[src/rtl/cfr_pkg.sv]
// package for the checksummed frame receiver
// holds sizes, status codes, register indexes and the controller/datapath types
// no dependencies
package cfr_pkg;

    localparam int BUFFER_BYTES = 32;
    localparam int FILL_W       = $clog2(BUFFER_BYTES);
    localparam int MAX_PAYLOAD  = 30;
    localparam int BYTE_W       = 8;
    localparam int IDX_W        = 5;
    localparam int LEN_W        = 5;
    localparam int STATUS_W     = 2;
    localparam int CFG_IDX_W    = 2;

    localparam logic [STATUS_W-1:0] STATUS_OK   = 2'd0;
    localparam logic [STATUS_W-1:0] STATUS_CSUM = 2'd1;
    localparam logic [STATUS_W-1:0] STATUS_LEN  = 2'd2;
    localparam logic [STATUS_W-1:0] STATUS_OVF  = 2'd3;

    localparam logic [CFG_IDX_W-1:0] REG_START_BYTE = 2'd0;
    localparam logic [CFG_IDX_W-1:0] REG_END_BYTE   = 2'd1;
    localparam logic [CFG_IDX_W-1:0] REG_EXP_LEN    = 2'd2;

    localparam logic [BYTE_W-1:0] START_BYTE_RST = 8'd165;
    localparam logic [BYTE_W-1:0] END_BYTE_RST   = 8'd90;
    localparam logic [LEN_W-1:0]  EXP_LEN_RST    = 5'd4;

    typedef enum logic [1:0] {
        S_HUNT,
        S_RECV,
        S_READ,
        S_EMIT
    } t_state;

    // commands from controller to datapath
    typedef struct packed {
        logic                store;
        logic                close;
        logic                load_err;
        logic [STATUS_W-1:0] err_code;
        logic                rd_en;
        logic                rd_next;
    } t_dp_cmd;

    // status from datapath to controller
    typedef struct packed {
        logic is_start;
        logic is_end;
        logic full_next;
        logic empty;
        logic csum_ok;
        logic len_ok;
        logic out_last;
    } t_dp_sts;

endpackage

[src/rtl/checksummed_frame_receiver.sv]
// top level of the checksummed frame receiver
// joins cfr_ctrl and cfr_dp; depends on cfr_pkg
//
// Usage:
// - input stream: one received link byte per transaction on i_s_tdata.
//   While idle the block waits for the start byte; then it buffers bytes
//   until the end byte. The last buffered byte is an additive checksum.
// - output stream: per frame either every payload byte in order
//   (tuser status 0, tlast on the final byte) or one error transaction
//   (checksum, length or overflow) with zero data and tlast set.
// - config channel: i_cfg_index selects start byte, end byte or expected
//   payload length; o_cfg_ready is always high.
// Timing:
// - a byte is taken whenever a frame is hunted or received.
// - an error result shows in the cycle after the byte that causes it.
// - a good frame: after the end byte, each payload byte goes through a buffer
//   read, then the output register; the next read starts once it is taken,
//   and input is held off until the last one is taken.
// - reset returns to hunting with the register reset values; no clearing
//   pass is run. A stalled output holds its transaction and the input stays
//   blocked until it is taken.
module checksummed_frame_receiver
    import cfr_pkg::*;
(
    input  logic                 i_clk,
    input  logic                 i_rst_n,
    // config write
    input  logic                 i_cfg_valid,
    output logic                 o_cfg_ready,
    input  logic [CFG_IDX_W-1:0] i_cfg_index,
    input  logic [BYTE_W-1:0]    i_cfg_data,
    // input stream
    input  logic                 i_s_tvalid,
    output logic                 o_s_tready,
    input  logic [7:0]           i_s_tdata,   // [7:0] rx_byte
    // output stream
    output logic                 o_m_tvalid,
    input  logic                 i_m_tready,
    output logic [15:0]          o_m_tdata,   // [7:0] payload_byte, [12:8] byte_index
    output logic [1:0]           o_m_tuser,   // [1:0] status
    output logic                 o_m_tlast
);

    t_dp_cmd             cmd;
    t_dp_sts             sts;
    logic [STATUS_W-1:0] status;
    logic [BYTE_W-1:0]   payload_byte;
    logic [IDX_W-1:0]    byte_index;
    logic                last;

    assign o_cfg_ready = 1'b1;

    cfr_ctrl u_ctrl (
        .i_clk      (i_clk),
        .i_rst_n    (i_rst_n),
        .i_s_tvalid (i_s_tvalid),
        .o_s_tready (o_s_tready),
        .o_m_tvalid (o_m_tvalid),
        .i_m_tready (i_m_tready),
        .i_sts      (sts),
        .o_cmd      (cmd)
    );

    cfr_dp u_dp (
        .i_clk          (i_clk),
        .i_rst_n        (i_rst_n),
        .i_cfg_we       (i_cfg_valid),
        .i_cfg_index    (i_cfg_index),
        .i_cfg_data     (i_cfg_data),
        .i_rx_byte      (i_s_tdata),
        .i_cmd          (cmd),
        .o_sts          (sts),
        .o_status       (status),
        .o_payload_byte (payload_byte),
        .o_byte_index   (byte_index),
        .o_last         (last)
    );

    assign o_m_tdata = {3'b000, byte_index, payload_byte};
    assign o_m_tuser = status;
    assign o_m_tlast = last;

endmodule

[src/rtl/cfr_dp.sv]
// datapath of the checksummed frame receiver: config registers, frame buffer,
// running checksum, read pointer and result registers
// depends on cfr_pkg
module cfr_dp
    import cfr_pkg::*;
(
    input  logic                 i_clk,
    input  logic                 i_rst_n,
    input  logic                 i_cfg_we,
    input  logic [CFG_IDX_W-1:0] i_cfg_index,
    input  logic [BYTE_W-1:0]    i_cfg_data,
    input  logic [BYTE_W-1:0]    i_rx_byte,
    input  t_dp_cmd              i_cmd,
    output t_dp_sts              o_sts,
    output logic [STATUS_W-1:0]  o_status,
    output logic [BYTE_W-1:0]    o_payload_byte,
    output logic [IDX_W-1:0]     o_byte_index,
    output logic                 o_last
);

    logic [BYTE_W-1:0]   r_start_byte;
    logic [BYTE_W-1:0]   r_end_byte;
    logic [LEN_W-1:0]    r_exp_len;

    logic [BYTE_W-1:0]   r_mem [BUFFER_BYTES];
    logic [BYTE_W-1:0]   r_rd_data;

    logic [FILL_W-1:0]   r_fill;
    logic [BYTE_W-1:0]   r_sum_all;
    logic [BYTE_W-1:0]   r_sum_prev;
    logic [BYTE_W-1:0]   r_last_byte;

    logic [FILL_W-1:0]   r_rd_idx;
    logic [FILL_W-1:0]   r_plen;
    logic                r_err;
    logic [STATUS_W-1:0] r_err_code;

    // configuration registers
    always_ff @(posedge i_clk) begin
        if (!i_rst_n) begin
            r_start_byte <= START_BYTE_RST;
            r_end_byte   <= END_BYTE_RST;
            r_exp_len    <= EXP_LEN_RST;
        end else if (i_cfg_we) begin
            unique case (i_cfg_index)
                REG_START_BYTE: r_start_byte <= i_cfg_data;
                REG_END_BYTE:   r_end_byte   <= i_cfg_data;
                REG_EXP_LEN:    r_exp_len    <= i_cfg_data[LEN_W-1:0];
                default:        ;
            endcase
        end
    end

    // frame buffer
    always_ff @(posedge i_clk) begin
        if (i_cmd.store) begin
            r_mem[r_fill] <= i_rx_byte;
        end
        if (i_cmd.rd_en) begin
            r_rd_data <= r_mem[r_rd_idx];
        end
    end

    // fill count, running sums and the emit pointer
    always_ff @(posedge i_clk) begin
        if (!i_rst_n) begin
            r_fill     <= '0;
            r_sum_all  <= '0;
            r_sum_prev <= '0;
            r_err      <= 1'b0;
            r_rd_idx   <= '0;
        end else begin
            if (i_cmd.store) begin
                r_fill     <= r_fill + FILL_W'(1);
                r_sum_prev <= r_sum_all;
                r_sum_all  <= r_sum_all + i_rx_byte;
            end
            if (i_cmd.close || i_cmd.load_err) begin
                r_fill     <= '0;
                r_sum_all  <= '0;
                r_sum_prev <= '0;
                r_rd_idx   <= '0;
                r_err      <= i_cmd.load_err;
            end
            if (i_cmd.rd_next) begin
                r_rd_idx <= r_rd_idx + FILL_W'(1);
            end
        end
    end

    always_ff @(posedge i_clk) begin
        if (i_cmd.store) begin
            r_last_byte <= i_rx_byte;
        end
        if (i_cmd.close) begin
            r_plen <= r_fill - FILL_W'(1);
        end
        if (i_cmd.load_err) begin
            r_err_code <= i_cmd.err_code;
        end
    end

    always_comb begin
        o_sts.is_start  = (i_rx_byte == r_start_byte);
        o_sts.is_end    = (i_rx_byte == r_end_byte);
        o_sts.full_next = (r_fill == FILL_W'(BUFFER_BYTES - 1));
        o_sts.empty     = (r_fill == '0);
        // checksum byte is the last one stored, compared with the sum before it
        o_sts.csum_ok   = (r_last_byte == r_sum_prev);
        o_sts.len_ok    = (r_exp_len != '0) && (r_exp_len <= LEN_W'(MAX_PAYLOAD))
                          && (8'(r_fill) == 8'(r_exp_len) + 8'd1);
        o_sts.out_last  = r_err || (r_rd_idx == r_plen - FILL_W'(1));
    end

    assign o_status       = r_err ? r_err_code : STATUS_OK;
    assign o_payload_byte = r_err ? '0 : r_rd_data;
    assign o_byte_index   = r_err ? '0 : IDX_W'(r_rd_idx);
    assign o_last         = o_sts.out_last;

endmodule

[src/rtl/cfr_ctrl.sv]
// controller of the checksummed frame receiver: frame hunt, receive,
// buffer read-out and result handshake
// depends on cfr_pkg
module cfr_ctrl
    import cfr_pkg::*;
(
    input  logic    i_clk,
    input  logic    i_rst_n,
    input  logic    i_s_tvalid,
    output logic    o_s_tready,
    output logic    o_m_tvalid,
    input  logic    i_m_tready,
    input  t_dp_sts i_sts,
    output t_dp_cmd o_cmd
);

    t_state r_state;
    t_state n_state;
    logic   in_acc;

    always_ff @(posedge i_clk) begin
        if (!i_rst_n) begin
            r_state <= S_HUNT;
        end else begin
            r_state <= n_state;
        end
    end

    always_comb begin
        n_state    = r_state;
        o_cmd      = '0;
        o_s_tready = (r_state == S_HUNT) || (r_state == S_RECV);
        o_m_tvalid = (r_state == S_EMIT);
        in_acc     = i_s_tvalid && o_s_tready;

        unique case (r_state)
            S_HUNT: begin
                if (in_acc && i_sts.is_start) begin
                    n_state = S_RECV;
                end
            end
            S_RECV: begin
                if (in_acc) begin
                    if (i_sts.is_end) begin
                        if (i_sts.empty) begin
                            o_cmd.load_err = 1'b1;
                            o_cmd.err_code = STATUS_LEN;
                            n_state        = S_EMIT;
                        end else if (!i_sts.csum_ok) begin
                            o_cmd.load_err = 1'b1;
                            o_cmd.err_code = STATUS_CSUM;
                            n_state        = S_EMIT;
                        end else if (!i_sts.len_ok) begin
                            o_cmd.load_err = 1'b1;
                            o_cmd.err_code = STATUS_LEN;
                            n_state        = S_EMIT;
                        end else begin
                            o_cmd.close = 1'b1;
                            n_state     = S_READ;
                        end
                    end else begin
                        o_cmd.store = 1'b1;
                        // this byte fills the buffer: drop the frame
                        if (i_sts.full_next) begin
                            o_cmd.load_err = 1'b1;
                            o_cmd.err_code = STATUS_OVF;
                            n_state        = S_EMIT;
                        end
                    end
                end
            end
            S_READ: begin
                o_cmd.rd_en = 1'b1;
                n_state     = S_EMIT;
            end
            S_EMIT: begin
                if (i_m_tready) begin
                    if (i_sts.out_last) begin
                        n_state = S_HUNT;
                    end else begin
                        o_cmd.rd_next = 1'b1;
                        n_state       = S_READ;
                    end
                end
            end
            default: n_state = S_HUNT;
        endcase
    end

endmodule

[config.mk]
export PLATFORM = sky130hd
export DESIGN_NAME = checksummed_frame_receiver
export DESIGN_NICKNAME = d
export VERILOG_FILES = /design/src/rtl/cfr_pkg.sv /design/src/rtl/checksummed_frame_receiver.sv /design/src/rtl/cfr_dp.sv /design/src/rtl/cfr_ctrl.sv
export SDC_FILE = /design/constraint.sdc
export NUM_CORES = 1
export LEC_CHECK = 0
export ABC_CLOCK_PERIOD_IN_PS = 5100
export BUFFER_PORTS_ARGS = -buffer_cell sky130_fd_sc_hd__buf_2
export CORE_MARGIN = 4
export CORE_UTILIZATION = 55
export DETAILED_ROUTE_END_ITERATION = 16
export GPL_TIMING_DRIVEN = 0
export PLACE_DENSITY_LB_ADDON = 0.08
export SLEW_MARGIN = 20
export SYNTH_ARGS = -nofsm -noshare
export SYNTH_HDL_FRONTEND = slang
export SYNTH_HIERARCHICAL = 1
export SYNTH_SLANG_ARGS = --single-unit
[constraint.sdc]
create_clock -name i_clk -period 5.1 [get_ports i_clk]
set_clock_uncertainty 0.15 [all_clocks]
set_input_delay 1.02 -clock i_clk [delete_from_list [all_inputs] [get_ports i_clk]]
set_output_delay 1.02 -clock i_clk [all_outputs]
set_load 0.005 [all_outputs]
==> results.cfg, run 1 <==
[critical_path]
crit_buf_inv = 3
path_delay_family = simple AND/OR/NAND/NOR gates
cpMostUsedCell = clkbuf_1
path_class = in2reg
worst_setup_path_end_kind = flop
critPathMaxFanout = 36
startpoint_type = primary input
slowest_delay_ps = 680
worst_path_max_delay_cell = nor2_2
crit_arrival_ps = 4730
path_cells = buf_2 -> xnor2_1 -> nand4_1 -> nor2_1 -> nor2b_2 -> clkbuf_1 -> clkbuf_1 -> nand2_1 -> nor2_2
cp_data_required_time_ps = 5080

[cells_and_area]
diodes = 0
drive_gt1_frac = 0.239
area_delta_synth_final_pct = 13.7
stdcell_count = 1222
n_fill_cell = 1752
nets = 914
final_cell_area_sq_um = 15500

[logic_synthesis]
synth_cell_types = 48
synth.top_cell.area_share = 0.613
synth-edff-count = 279
synthesis.area_sq_um = 13700
ys.flop_type = edfxtp_1
ys_top_cells_by_area = edfxtp_1 61%, mux4_2 13%, dfxtp_1 7.3%
syn_avg_cell_area_sq_um = 17.3
ys_ff_latch = 329
synth.most_common_cell = edfxtp_1
ys_warn_count = 6
async_flop_share = 0
synth_top_cell_by_area = edfxtp_1
yosysSeqAreaShare = 0.686
synth.top_cells.by_count = 279 x edfxtp_1, 80 x mux4_2, 62 x nor2_1
postSynthCellCount = 792

[sta]
tightestPinTransition_ps = 982
setup_ws_ps = 354
fin_crit_ps = 4750
max_freq_mhz = 211
slew_headroom = 0.343
setup_viol = 0
hold_viol = 0
fin_tns_setup_ps = 0
period_share = 0.931
rsz0062_at_grt = false
drv_slew = 0

[drt]
dr.pass1.iters = 5
vias = 7435
wl_per_cell_um = 24.6
drc = 0
post_drt_via_cell_ratio = 6.08
wirelength_um = 30000
drt-initial-drc-count = 602
ant_nets = 0

[floorplan]
die_w_um = 166
core_sq_um = 24400
start_util = 0.561
chipHeight_um = 166
row_count = 57
io_pins = 45
die_area_sq_um = 27400

[grt]
grt.total_usage = 0.220
antenna_found_initial = 0
grt_pass1_wl_um = 46100
grt_pass1_vias = 7599
grt_max_degree = 38
grt-ovfl-total = 0

[pwr]
powerDensity_nw_per_um2 = 354
ir_drop_uv = 224
total_power_uw = 5500
power_leakage_uw = 0.00504

[clocking]
clock-sinks = 329
cts_inserted_buffers = 35
postCtsSetupRepairBufs = 0
h-tree-depth = 2
clockBufferDepth = 3
cts_tree = done
cts.reportedPaths.clkPinSlew_ps = 60
cts-root-buf = clkbuf_16
clock_latency_ps = 500

[run]
cap_violations = 0

[place]
hpwl_um = 20000
io_buffers = 40
gp_congestion = 0.836
placed_cells = 1159
placed_cell_area_sq_um = 14300
dp_slack_ps = -747

[worst_hold_path]
hold_path.class = reg2reg

[status]
status = finished clean
[metal layers]
layer / GRT usage / share of wire / vias to the layer above
li1: - / - / 3246
met1: 0.320 / 0.42 / 3883
met2: 0.358 / 0.49 / 273
met3: 0.0374 / 0.067 / 33
met4: 0.0463 / 0.015 / 0
met5: 0 / 0 / -
[cell usage in the layout, fill, tap and decap left out, types with 5 or more instances in the layout]
master	instances
dfxtp_1	50
o21ai_0	9
buf_1	8
ha_1	18
nor3_1	9
nor2_1	57
nor2b_1	15
clkbuf_8	6
nor3_2	9
inv_1	13
clkbuf_1	34
xor2_1	11
mux4_2	80
clkbuf_16	37
buf_2	47
nor2_2	5
nand4_1	10
a21oi_1	9
mux2i_1	37
nand3b_1	7
mux2_2	9
edfxtp_1	279
buf_4	5
nand3_1	7
nand2_1	30
xnor2_1	34
[path summary, 6_finish.rpt]
path | slack (ps) | end | start | cells after the start
worst max register to register | 1180 | u_dp/r_mem[0][5]$_DFFE_PP_ | u_dp/r_end_byte[3]$_SDFFE_PN1P_ | 8
worst max-delay path | 350 | u_dp/r_mem[0][5]$_DFFE_PP_ | i_s_tdata[0] | 9
worst min register to register | 340 | u_dp/r_start_byte[0]$_SDFFE_PN1P_ | u_dp/r_start_byte[0]$_SDFFE_PN1P_ | 2
worst min-delay path | 340 | u_dp/r_start_byte[0]$_SDFFE_PN1P_ | u_dp/r_start_byte[0]$_SDFFE_PN1P_ | 2
[logic make-up (layout without fill, tap and decap cells)]
| group | Yosys count | after routing | share of synthesized area |
|---|---|---|---|
| DFF | 329 | 329 | 0.686 |
| and+or+nand+nor | 176 | 176 | 0.0632 |
| muxes | 126 | 126 | 0.166 |
| buffers and inverters | 58 | 162 | 0.0198 |
| xor gates and xnor gates | 45 | 45 | 0.0288 |
| AOI/OAI and AO/OA | 37 | 37 | 0.0175 |
| adders and majority gates | 19 | 19 | 0.0179 |
| other | 2 | 4 | 0.000549 |
[flip-flops by register name (all words and copies together), names as in the netlist, 2 cells and up]
register and count:
u_dp/r_mem 256, u_dp/r_err_code 2, u_dp/r_fill 5, u_dp/r_plen 5, u_dp/r_end_byte 8, u_dp/r_exp_len 5, u_ctrl/r_state 2, u_dp/r_sum_all 8
u_dp/r_start_byte 8, u_dp/r_rd_data 8, u_dp/r_last_byte 8, u_dp/r_sum_prev 8, u_dp/r_rd_idx 5
[final cells by class]
type / count / area (sq um) / share of cell area
well taps: 324 / 405 / 0.0261
inverters: 14 / 52.6 / 0.00338
clock inverters: 8 / 91.3 / 0.00588
repair buffers: 41 / 205 / 0.0132
flip-flops and latches: 329 / 9380 / 0.603
plain buffers: 44 / 218 / 0.0140
clock buffers: 55 / 1050 / 0.0678
multi-input cells: 407 / 4140 / 0.266
[tightest hold or removal path: stages, from the launching register on]
cell     delay [ps]
dfxtp_1         340
mux2i_1          70
nand2_1          60
[where the power goes]
group	switching, uW	total, uW	internal (uW)
registers	4.95	2920	2920
clock network	956	2470	1520
logic	73.1	103	29.9
total	1030	5500	4470
[metrics by stage]
| step | hold slack, ps | utilization |
|---|---|---|
| global placement | 326 | 0.586 |
| global route | 375 | 0.637 |
| floorplan | 314 | - |
| CTS | 349 | 0.635 |
| detailed placement | 334 | 0.588 |
| finish | 344 | 0.637 |
[what timing repair did]
item	CTS	global route
endpoints found under the setup margin	16	64
hold buffers	0	0
pin swaps	0	0
gates resized for setup	2	8
(Power assumes the default switching activity.)
==> run 2, diff against run 1 <==
Settings changed: CORE_UTILIZATION 55 to 35.
==> results.cfg, run 2 (synthesis results as in run 1) <==
[status]
status = finished clean

[drt]
routed.top_layer = met4
drc = 0
wl_met1_um = 15100
post_drt_via_cell_ratio = 5.12
drt-initial-drc-count = 449
vias = 7308
met3WireLength_um = 1690
ant_nets = 0
dr.pass1.iters = 4
wl_met2_um = 16400
wirelength_um = 33800
wl_per_cell_um = 23.7

[worst_hold_path]
hp-start = u_dp/r_start_byte[0]$_SDFFE_PN1P_
hold_path.class = reg2reg

[clocking]
clock_latency_ps = 510
cts.reportedPaths.clkPinSlew_ps = 60
clock-sinks = 329
cts_inserted_buffers = 38
clockBufferDepth = 3
cts-root-buf = clkbuf_16
cts_tree = done
postCtsHoldBufs = 0
h-tree-depth = 2

[cells_and_area]
largest_reg_flops = 256
regMostFlops = u_dp/r_mem
final_common_cell = edfxtp_1
diodes = 0
final_cell_mix = 279 x edfxtp_1, 80 x mux4_2, 56 x nor2_1, 50 x dfxtp_1, 46 x buf_2
final_cell_area_sq_um = 15900
nets = 922
fin_util = 0.412
area_delta_synth_final_pct = 16.5
n_fill_cell = 3483
drive_gt1_frac = 0.250
stdcell_count = 1427

[sta]
max_freq_mhz = 217
setup_viol = 0
slew_headroom = 0.283
rsz0062_at_grt = false
tightestPinTransition_ps = 1070
period_share = 0.902
drv_slew = 0
hold_viol = 0
fin_crit_ps = 4600

[grt]
grt_pass1_vias = 7739
grt_max_degree = 38
grt-ovfl-total = 0
grt_pass1_wl_um = 50900
antenna_found_initial = 0
grt.total_usage = 0.164

[place]
placed_cell_area_sq_um = 14600
io_buffers = 40
gp_congestion = 0.810
placed_cells = 1358
hpwl_um = 22600

[pwr]
combinationalPowerShare = 0.018
powerDensity_nw_per_um2 = 359
clockPowerShare = 0.470
power_leakage_uw = 0.00512
switching_share = 0.194
p_seq_frac = 0.511
intPower_uw = 4610
power.net_switching_uw = 1110
ir_drop_uv = 178

[critical_path]
cpMostUsedCell = nor2_1
worst_setup_path_end_kind = flop
path_cells = buf_2 -> xnor2_1 -> nand4_1 -> nor2_1 -> nor2b_2 -> clkbuf_1 -> buf_1 -> nand3_1 -> nor2_1
startpoint_type = primary input
path_class = in2reg
crit_buf_inv = 3
r2r_start = u_dp/r_rd_idx[1]$_SDFFE_PN0P_
critPathMaxFanout = 36
worst_path_max_delay_cell = nor2_1
crit_arrival_ps = 4580
slowest_delay_ps = 780
r2r_setup_slack_ps = 1330
cp_data_required_time_ps = 5080
crit_start = i_s_tdata[3]
path_delay_family = simple AND/OR/NAND/NOR gates

[floorplan]
die_w_um = 206
start_util = 0.354
io_pins = 45
row_count = 72
chipHeight_um = 206
core_sq_um = 38600
die_area_sq_um = 42300

[run]
cap_violations = 0
[run 2: cell count changes in the layout (fill, tap and decap cells not counted), moves of 2 or more]
cell | previous run | this run
buf_4 | 5 | 11
clkbuf_16 | 37 | 39
clkinv_1 | 2 | 4
inv_6 | 0 | 2
[run 2: metrics by stage]
stage                     setup WS [ps]  power, uW  hold slack [ps]  setup TNS, ps
after CTS                          -194       5800              350          -7740
after detailed placement           -763       3090              335         -50520
after floorplan                    1170       3020              314              0
after global placement            -1120       3080              325         -69980
final                               500       5720              349              0
after global routing                114       5950              390              0
[run 2: final cells by class]
cell class / count / area, sq um / share of cell area
Timing Repair Buffer: 46 / 245 / 0.0154
Sequential cell: 329 / 9380 / 0.589
Clock buffer: 57 / 1110 / 0.0699
Buffer: 44 / 218 / 0.0137
Inverter: 14 / 52.6 / 0.00330
Clock inverter: 12 / 141 / 0.00887
Multi-Input combinational cell: 407 / 4140 / 0.260
Tap cell: 518 / 648 / 0.0407
[run 2: what timing repair did]
| item | 4_1_cts | 5_1_grt |
|---|---|---|
| setup buffers | 0 | 0 |
| setup endpoints to repair | 56 | 79 |
| gates resized for setup | 1 | 9 |
[run 2: per-layer routing]
layer  global-route usage  vias to the layer above
li1                     -                     3257
met1                0.225                     3841
met2                0.270                      175
met3               0.0318                       35
met4               0.0421                        0
met5                    0                        -
[run 2: worst min-delay path, stage by stage (launching register included)]
cell and delay (ps):
dfxtp_1 340, mux2i_1 70, nand2_1 60
[run 2: worst paths after layout]
| path | depth (start not counted) | to |
|---|---|---|
| max | 9 | u_dp/r_mem[23][3]$_DFFE_PP_ |
| min reg2reg | 2 | u_dp/r_start_byte[0]$_SDFFE_PN1P_ |
| max reg2reg | 10 | u_dp/r_rd_idx[3]$_SDFFE_PN0P_ |
| min | 2 | u_dp/r_start_byte[0]$_SDFFE_PN1P_ |
[run 2: power groups by stage]
stage,Combinational (uW),Clock (uW),Sequential [uW]
2_1_floorplan,41.8,0,2980
3_3_place_gp,104,0,2980
3_5_place_dp,110,0,2980
4_1_cts,110,2770,2920
5_1_grt,119,2910,2920
6_report,106,2690,2920
==> run 3, diff against run 2 <==
Settings changed: ABC_CLOCK_PERIOD_IN_PS 5100 to 3900, CORE_UTILIZATION 35 to 55.
Clock period 5.1 ns to 3.9 ns, I/O delays scaled along.
==> results.cfg, run 3 (synthesis results as in run 1) <==
[sta]
period_share = 0.942
rsz0062_at_grt = false
max_freq_mhz = 272
fin_tns_setup_ps = 0
drv_slew = 0
setup_ws_ps = 226
slew_headroom = 0.318
tightestPinTransition_ps = 1020
fin_crit_ps = 3670
hold_viol = 0
setup_viol = 0

[drt]
ant_nets = 0
post_drt_via_cell_ratio = 6.07
drt-initial-drc-count = 666
wirelength_um = 30000
drc = 0
vias = 7417
dr.pass1.iters = 5
wl_per_cell_um = 24.5

[cells_and_area]
nets = 914
largest_reg_flops = 256
final_common_cell = edfxtp_1
drive_gt1_frac = 0.247
diodes = 0
area_delta_synth_final_pct = 14.0
final_cell_mix = 279 x edfxtp_1, 80 x mux4_2, 54 x nor2_1, 50 x dfxtp_1, 39 x buf_2
regMostFlops = u_dp/r_mem

[critical_path]
cp_data_required_time_ps = 3870
crit_buf_inv = 2
slowest_delay_ps = 860
worstSetupPathDepth = 8
path_class = in2reg
worst_setup_path_end_kind = flop
r2r-end = u_dp/r_rd_idx[3]$_SDFFE_PN0P_
cpMostUsedCell = nor2_1
path_delay_family = simple AND/OR/NAND/NOR gates
path_cells = buf_4 -> xnor2_1 -> nand4_1 -> nor2_1 -> nor2b_2 -> clkbuf_1 -> nand2_1 -> nor2_1
r2r_setup_slack_ps = 270
startpoint_type = primary input
r2r_start = u_dp/r_rd_idx[1]$_SDFFE_PN0P_
critPathMaxFanout = 36
r2r_cells = 10
crit_arrival_ps = 3640
worst_path_max_delay_cell = nor2_1

[place]
gp_congestion = 0.836
dp_slack_ps = -1710
hpwl_um = 20000
io_buffers = 40

[grt]
grt_pass1_wl_um = 46100
grt.total_usage = 0.219
grt_pass1_vias = 7606
antenna_found_initial = 0
grt-ovfl-total = 0
grt_max_degree = 38

[pwr]
p_seq_frac = 0.531
ir_drop_uv = 293
switching_share = 0.188
intPower_uw = 5840
combinationalPowerShare = 0.019
power.net_switching_uw = 1350
clockPowerShare = 0.450
powerDensity_nw_per_um2 = 461
power_leakage_uw = 0.00505

[status]
status = finished clean

[floorplan]
die_w_um = 166
start_util = 0.561
core_sq_um = 24400
io_pins = 45
chipHeight_um = 166
row_count = 57
die_area_sq_um = 27400

[worst_hold_path]
hold_path.class = reg2reg
hold_path_end = u_dp/r_start_byte[0]$_SDFFE_PN1P_
hp-start = u_dp/r_start_byte[0]$_SDFFE_PN1P_
hold-path-cell-count = 2

[run]
cap_violations = 0

[clocking]
postCtsSetupRepairBufs = 0
cts-root-buf = clkbuf_16
cts_inserted_buffers = 35
clock-sinks = 329
cts_tree = done
clock_latency_ps = 500
clockBufferDepth = 3
h-tree-depth = 2
cts.reportedPaths.clkPinSlew_ps = 60
-- run 3: cell types whose count changed in the layout (fill, tap and decap cells not counted), moves of 2 or more --
cell,delta
buf_2,-7
clkbuf_2,+3
clkbuf_16,-2
nor2_1,-2
inv_6,-2
nor3_4,+2
buf_4,+2
nor3_2,-2
buf_1,-2
clkinv_1,-2
-- run 3: what timing repair did --
item / 4_1_cts / 5_1_grt
setup endpoints to repair: 240 / 34
cloned: 0 / 0
gates resized for setup: 24 / 3
hold buffers: 0 / 0
-- run 3: per-stage QoR --
stage / instances / hold WS (ps) / util / power, uW / instance area (sq um)
after floorplan: 794 / 314 / - / 3950 / 13700
after global placement: 1158 / 326 / 0.586 / 4020 / 14300
after detailed placement: 1159 / 334 / 0.588 / 4030 / 14300
after CTS: 1222 / 341 / 0.638 / 7260 / 15600
after global routing: 1222 / 375 / 0.639 / 7440 / 15600
final: 1222 / 348 / 0.639 / 7190 / 15600
-- run 3: final cells by class --
type | instances | area (sq um)
Sequential cell | 329 | 9380
Fill cell | 1742 | 8800
Multi-Input combinational cell | 407 | 4160
Clock buffer | 55 | 1050
Tap cell | 324 | 405
Timing Repair Buffer | 41 | 225
Buffer | 44 | 221
Clock inverter | 8 | 91.3
Inverter | 14 | 52.6
-- run 3: routing by layer --
layer  part of all wire  vias to the layer above  wire [um]  track usage
li1                   -                     3237          -            -
met1               0.42                     3861      12500        0.322
met2               0.49                      285      14800        0.357
met3              0.075                       34       2260       0.0336
met4              0.015                        0        456       0.0463
met5                  0                        -          0            0
-- run 3: tightest hold or removal path, stage by stage, from the launching register on --
cell	delay [ps]
dfxtp_1	340
mux2i_1	70
nand2_1	60
-- run 3: how the worst max path moves through the flow --
stage,end,slack [ps],from
3_5_place_dp,u_dp/r_mem[12][3]$_DFFE_PP_,-1710,i_s_tdata[0]
4_1_cts,u_dp/r_mem[23][3]$_DFFE_PP_,10,i_s_tdata[3]
5_1_grt,u_dp/r_mem[2][6]$_DFFE_PP_,20,i_s_tdata[5]
3_3_place_gp,u_dp/r_mem[4][6]$_DFFE_PP_,-1590,i_s_tdata[4]
6_report,u_dp/r_mem[2][5]$_DFFE_PP_,230,i_s_tdata[5]
2_1_floorplan,u_dp/r_mem[4][0]$_DFFE_PP_,210,i_s_tdata[4]
-- run 3: power groups by stage --
stage	clock, uW	sequential (uW)	combinational (uW)
after floorplan	0	3890	54.7
after global placement	0	3900	127
after detailed placement	0	3900	137
after CTS	3300	3820	139
after global routing	3470	3820	151
final	3240	3820	137
